**src/rtl/rgbc_pkg.sv**
```systemverilog
// Shared types and constants for the RGB 3x3 convolution core.
// No dependencies; imported by the core, the line store, the tap cell and the testbench.
`timescale 1ns / 1ps
package rgbc_pkg;

	localparam int PIX_W  = 24;
	localparam int CH_W   = 8;
	localparam int COEF_W = 8;
	localparam int ACC_W  = 18;
	localparam int SUM_W  = 21;
	localparam int TAPS   = 9;
	localparam int IDX_W  = 3;
	localparam logic [CH_W-1:0] CLAMP_MAX = 8'd255;

	// Configuration register indexes
	localparam logic [IDX_W-1:0] REG_IMAGE_WIDTH  = 3'd0;
	localparam logic [IDX_W-1:0] REG_IMAGE_HEIGHT = 3'd1;
	localparam logic [IDX_W-1:0] REG_KERNEL_TOP   = 3'd2;
	localparam logic [IDX_W-1:0] REG_KERNEL_MID   = 3'd3;
	localparam logic [IDX_W-1:0] REG_KERNEL_BOT   = 3'd4;

	typedef logic [PIX_W-1:0] pix_t;
	typedef logic [TAPS-1:0][PIX_W-1:0] window_t;
	typedef logic [2:0][ACC_W-1:0] acc3_t;

	// Control carried along the tap chain
	typedef struct packed {
		logic valid;
		logic interior;
		logic frame_end;
	} cell_ctl_t;

endpackage

```
**src/rtl/rgbc_tap_cell.sv**
```systemverilog
// One tap of the 3x3 kernel: multiply-accumulate on three channels, truncated toward zero.
// Depends on rgbc_pkg.
`timescale 1ns / 1ps
module rgbc_tap_cell #(
	parameter int TAP = 0
) (
	input  logic                          clk,
	input  logic                          arst_n,
	input  logic                          en,
	input  logic signed [rgbc_pkg::COEF_W-1:0] coef,
	input  rgbc_pkg::cell_ctl_t           ctl_in,
	input  rgbc_pkg::window_t             win_in,
	input  rgbc_pkg::acc3_t               acc_in,
	output rgbc_pkg::cell_ctl_t           ctl_out,
	output rgbc_pkg::window_t             win_out,
	output rgbc_pkg::acc3_t               acc_out
);
	import rgbc_pkg::*;

	logic      valid_q;
	logic      interior_q;
	logic      frame_end_q;
	window_t   win_q;
	acc3_t     acc_q;
	acc3_t     acc_nx;

	// acc = (acc*8 + p*k) / 8 with truncation toward zero
	always_comb begin
		logic signed [SUM_W-1:0] t;
		logic signed [SUM_W-1:0] q;
		logic signed [CH_W:0]    p;
		for (int ch = 0; ch < 3; ch++) begin
			p = signed'({1'b0, win_in[TAP][CH_W*ch +: CH_W]});
			t = SUM_W'(signed'({signed'(acc_in[ch]), 3'b000}))
				+ SUM_W'(p * coef);
			q = t >>> 3;
			if (t[SUM_W-1] && (t[2:0] != 3'b000))
				q = q + SUM_W'(1);
			acc_nx[ch] = q[ACC_W-1:0];
		end
	end

	always_ff @(posedge clk or negedge arst_n) begin
		if (!arst_n) begin
			valid_q <= 1'b0;
		end else if (en) begin
			valid_q <= ctl_in.valid;
		end
	end

	always_ff @(posedge clk) begin
		if (en) begin
			interior_q  <= ctl_in.interior;
			frame_end_q <= ctl_in.frame_end;
			win_q       <= win_in;
			acc_q       <= acc_nx;
		end
	end

	assign ctl_out = '{valid: valid_q, interior: interior_q, frame_end: frame_end_q};
	assign win_out = win_q;
	assign acc_out = acc_q;

endmodule

```
**config.mk**
```make
export PLATFORM = sky130hd
export DESIGN_NAME = rgbc_tap_cell
export DESIGN_NICKNAME = d
export VERILOG_FILES = /design/src/rtl/rgbc_pkg.sv /design/src/rtl/rgbc_tap_cell.sv
export SDC_FILE = /design/constraint.sdc
export NUM_CORES = 1
export LEC_CHECK = 0
export ABC_AREA = 1
export ABC_CLOCK_PERIOD_IN_PS = 800
export BUFFER_PORTS_ARGS = -buffer_cell sky130_fd_sc_hd__buf_4
export CAP_MARGIN = 15
export CORE_AREA = 2 2 216 218
export DETAILED_ROUTE_END_ITERATION = 10
export DIE_AREA = 0 0 218 220
export PLACE_DENSITY_LB_ADDON = 0.05
export SLEW_MARGIN = 30
export SYNTH_ARGS = -nofsm -noshare
export SYNTH_HDL_FRONTEND = slang
export SYNTH_SLANG_ARGS = --single-unit
```
**constraint.sdc**
```tcl
create_clock -name clk -period 0.8 [get_ports clk]
set_input_delay 0.16 -clock clk [delete_from_list [all_inputs] [get_ports clk]]
set_output_delay 0.16 -clock clk [all_outputs]
set_load 0.05 [all_outputs]
```
# Word-level counts from Yosys, hierarchy flattened
# Cells that the tools add are included.
[classes]
mul = 3
shifts = 0
reduce_logical = 6
order_cmp = 0
n_eq_ne = 0
mux = 3
bitwise_logic = 0
n_div = 0
n_addsub = 6
[ops]
columns = ["op", "n"]
rows = [
  ["$add 21x17->21", 3],
  ["$add 18x2->18 const B", 3],
  ["$mux 18", 3],
  ["$mul 9x8->17", 3],
  ["$reduce_bool 3->1", 3],
  ["$logic_and 1x1->1", 3],
]
[word_totals]
mem_bits_ro = 0
latchBits = 0
n_memories = 0
ram_bits = 0
reg_bits = 273
in_bits = 284

# Longest topological paths before layout
[depth]
depth_word = 5
depth_mapped = 27
depth_no_buf = 26

# Least setup slack after synthesis
# No wires, ideal clock.
[synth_timing]
path_type = "input to register"
startpoint = "input port coef[7] (netlist bit)"
endpoint = "register acc_q, in the netlist acc_out[14] (data pin)"
path_stages = 22
t_required_ns = 0.543
arrival_ns = 4.711
setup_ns = 0.257
path_buffers = 2
path_slack_ns = -4.169
path_cell_list = "inv_1 clkbuf_1 or2_2 fa_1 fa_1 inv_1 fa_1 fa_1 fa_1 ha_1 nand2_1 nand3_2 nand2_2 nand2_2 nand2_2 nand2_1 nand2_1 nand2_2 nor2_4 buf_6 nand2_1 xor2_1"
[synth_lines]
columns = ["item", "line_no", "rtl"]
rows = [
  ["start: declaration", "rgbc_tap_cell.sv:10", "input logic signed [rgbc_pkg::COEF_W-1:0] coef,"],
  ["end signal: assignment", "rgbc_tap_cell.sv:56", "acc_q <= acc_nx;"],
  ["end: declaration", "rgbc_tap_cell.sv:24", "acc3_t acc_q;"],
]

==> run summary <==
CP top delay family - adder cells
CTS tree - done
Die height - 220 um
Die span in x - 218 um
FMAX - 223 MHz
LEAKAGE - 16.3 nW
Logic gate share of total power - 0.706
Synth Flop Type - edfxtp_1
Worst Skew - 0 ps
Skew-Pair Late Insertion Delay - 580 ps
Global-route wire length before repair - 97600 um
PD cells - 3570 nW/um^2
Kind of critical path - primary input to flip-flop
Core Area - 45900 um^2
Row count - 79
Detail Placement HPWL - 49900 um
HP Start - en
Initial drt markers - 753
Drt via density - 4.66
Design Area, Final - 32500 um^2
FILL cells - 3427
Commonest cells post-synth - 529 x nand2_1, 438 x inv_1, 272 x edfxtp_1
Post-synth EDFFs - 272
Synthesized net count - 2589
Vias in the first global route - 18000
Port Buffers - 556
DR DRC count - 0
Synth Warn # - 0
Worst IR drop on VDD - 2250 uV
WP buf/inv - 8
Non-Filler Instances - 3708
First-pass iteration count of the detailed router - 5
Overflow after GRT - 0
Worst-Margin Slew - 341 ps
Worst min path class - primary input to flip-flop
Area of the multi-input gates - 10600 um^2
Period utilization - 5.62
Largest net degree at the start of global routing - 62
Post-route setup slack - -3690 ps
Setup TNS - -333550 ps
# clock sinks - 273
Int Pwr - 0.0641 W
Outcome - finished, violations left
CP Launch Point - coef[7]
Yosys top cell area share - 0.423
H-Tree Depth - 1
Slew Viols, Final - 0
Clock buffer depth - 3
Yosys top cell by area - edfxtp_1
Max-cap viol count - 0
RSZ-0062 raised after global routing - yes
Clock root cell - clkbuf_16
Mapped Area - 19300 um^2
Reg area - 8190 um^2
Post-DR wirelength/cell - 17.7 um
CP most frequent cell - fa_1
Required time worst endpoint - 1140 ps
Initial antenna violation count - 9
Nature of the critical path endpoint - flip-flop
Sw Share - 0.447
DIE AREA - 48000 um^2
Starting Density - 0.421
Clock transition at path regs - 60 ps
Io pins - 557
Final setup fails - 327
Net Sw Power - 0.0519 W
Failing checks - negative setup slack
Vias after detailed routing - 17300
Placed cells - 3376
Register area share after synthesis - 0.425
Routed Antenna Nets - 0
Layout cell share with drive strength beyond 1 - 0.401
FFs w/ async S/R, synth - 0.00366
Syn avg cell area - 9.78 um^2
Placed Area - 26600 um^2
Final nets - 3689
Final-report hold violation count - 0
Max-slew headroom - 0.773
Post-Syn Instances - 1972
Most frequent cell after synthesis - nand2_1
Crit path DAT - 4830 ps
Total Wirelength - 65800 um
Worst stage delay on the critical path - 550 ps
Fin crit period - 4490 ps
Worst-path maximum fanout - 5
Final RePlAce weighted congestion - 0.876
Clock share of power - 0.117
Unique masters post-synth - 34
Synthesized flop and latch total - 273
Sequential Power Share - 0.177
Crit start category - primary input
Layout area overhead - 68.7%
Total GRT Usage - 0.269
Max stage delay cell, worst path - fa_1
R2r startpoint - valid_q
Inserted Clock Buffers - 30
Synth area leaders - edfxtp_1 42%, fa_1 15%, ha_1 12%
[cell type report]
type,instances,share of cell area
well taps,607,0.0233
inverters,447,0.0526
repair buffers,1114,0.316
clock buffers,35,0.0236
diodes,7,0.000538
multi-input cells,1206,0.327
flip-flops and latches,273,0.252
clock inverters,19,0.00546
[metal layers]
layer	track usage	share of wire	vias to the layer above
met2	0.501	0.52	489
met3	0.0425	0.056	103
met1	0.310	0.38	8349
met4	0.0968	0.037	0
li1	-	-	8332
met5	0	0	-
[power by group through the flow]
stage	Combinational [W]	Clock [W]	Sequential, W
global placement	0.0635	0	0.0203
floorplan	0.0327	0	0.0277
detailed placement	0.0642	0	0.0203
global route	0.0892	0.0143	0.0207
CTS	0.0736	0.0137	0.0205
finish	0.0820	0.0135	0.0205
[cells in the final DEF (no fill, tap or decap), types with 16 or more instances in the layout]
master	n
fa_1	142
nor2_2	30
xnor2_1	17
buf_6	295
nand2_4	29
xor2_1	25
ha_4	27
edfxtp_1	272
dlygate4sd3_1	222
nor2_4	34
nand3_1	59
ha_1	157
nand2_2	90
clkbuf_16	31
nand3_2	27
nand2_1	420
nand4_1	20
buf_4	576
nor2_1	45
inv_2	16
inv_1	424
[worst paths after layout]
check / end / slack (ps) / cells past startpoint
worst min register to register: valid_q / 550 / 1
max in group asynchronous: valid_q / 240 / 3
worst min-delay path: win_out[73] / 50 / 2
worst max register to register: valid_q / 30 / 1
worst max-delay path: acc_out[14] / -3690 / 25
min in group asynchronous: valid_q / 450 / 3
[timing repair]
item / in CTS / in global routing
hold buffers: 222 / 0
pin swaps: 97 / 67
setup buffers: 33 / 15
setup endpoints to repair: 327 / 327
resized for setup: 411 / 173
endpoints found under the hold margin: 222 / 0
cloned: 2 / 0
[kinds of logic after synthesis]
group,count (synthesis),synth area share
simple gates,793,0.173
buf+inv,493,0.0980
fa+ha+maj,333,0.273
flops,273,0.425
xor+xnor,47,0.0213
compound gates,32,0.00941
mux,1,0.000584
[stage by stage]
step | worst slack, ps | power [W] | utilization | hold WS, ps
floorplan | -3930 | 0.0603 | - | -136
global placement | -4320 | 0.0838 | 0.580 | -64.4
detailed placement | -4430 | 0.0846 | 0.580 | -63.5
CTS | -3680 | 0.108 | 0.691 | 25.5
global route | -3880 | 0.124 | 0.709 | 35.9
finish | -3690 | 0.116 | 0.709 | 46.1
[sequential cells by signal, indices dropped and copies added (netlist names)]
signal and count:
acc_out 54, win_out 216, interior_q 1, valid_q 1, frame_end_q 1
No activity file was read; power rests on OpenSTA's default activity.
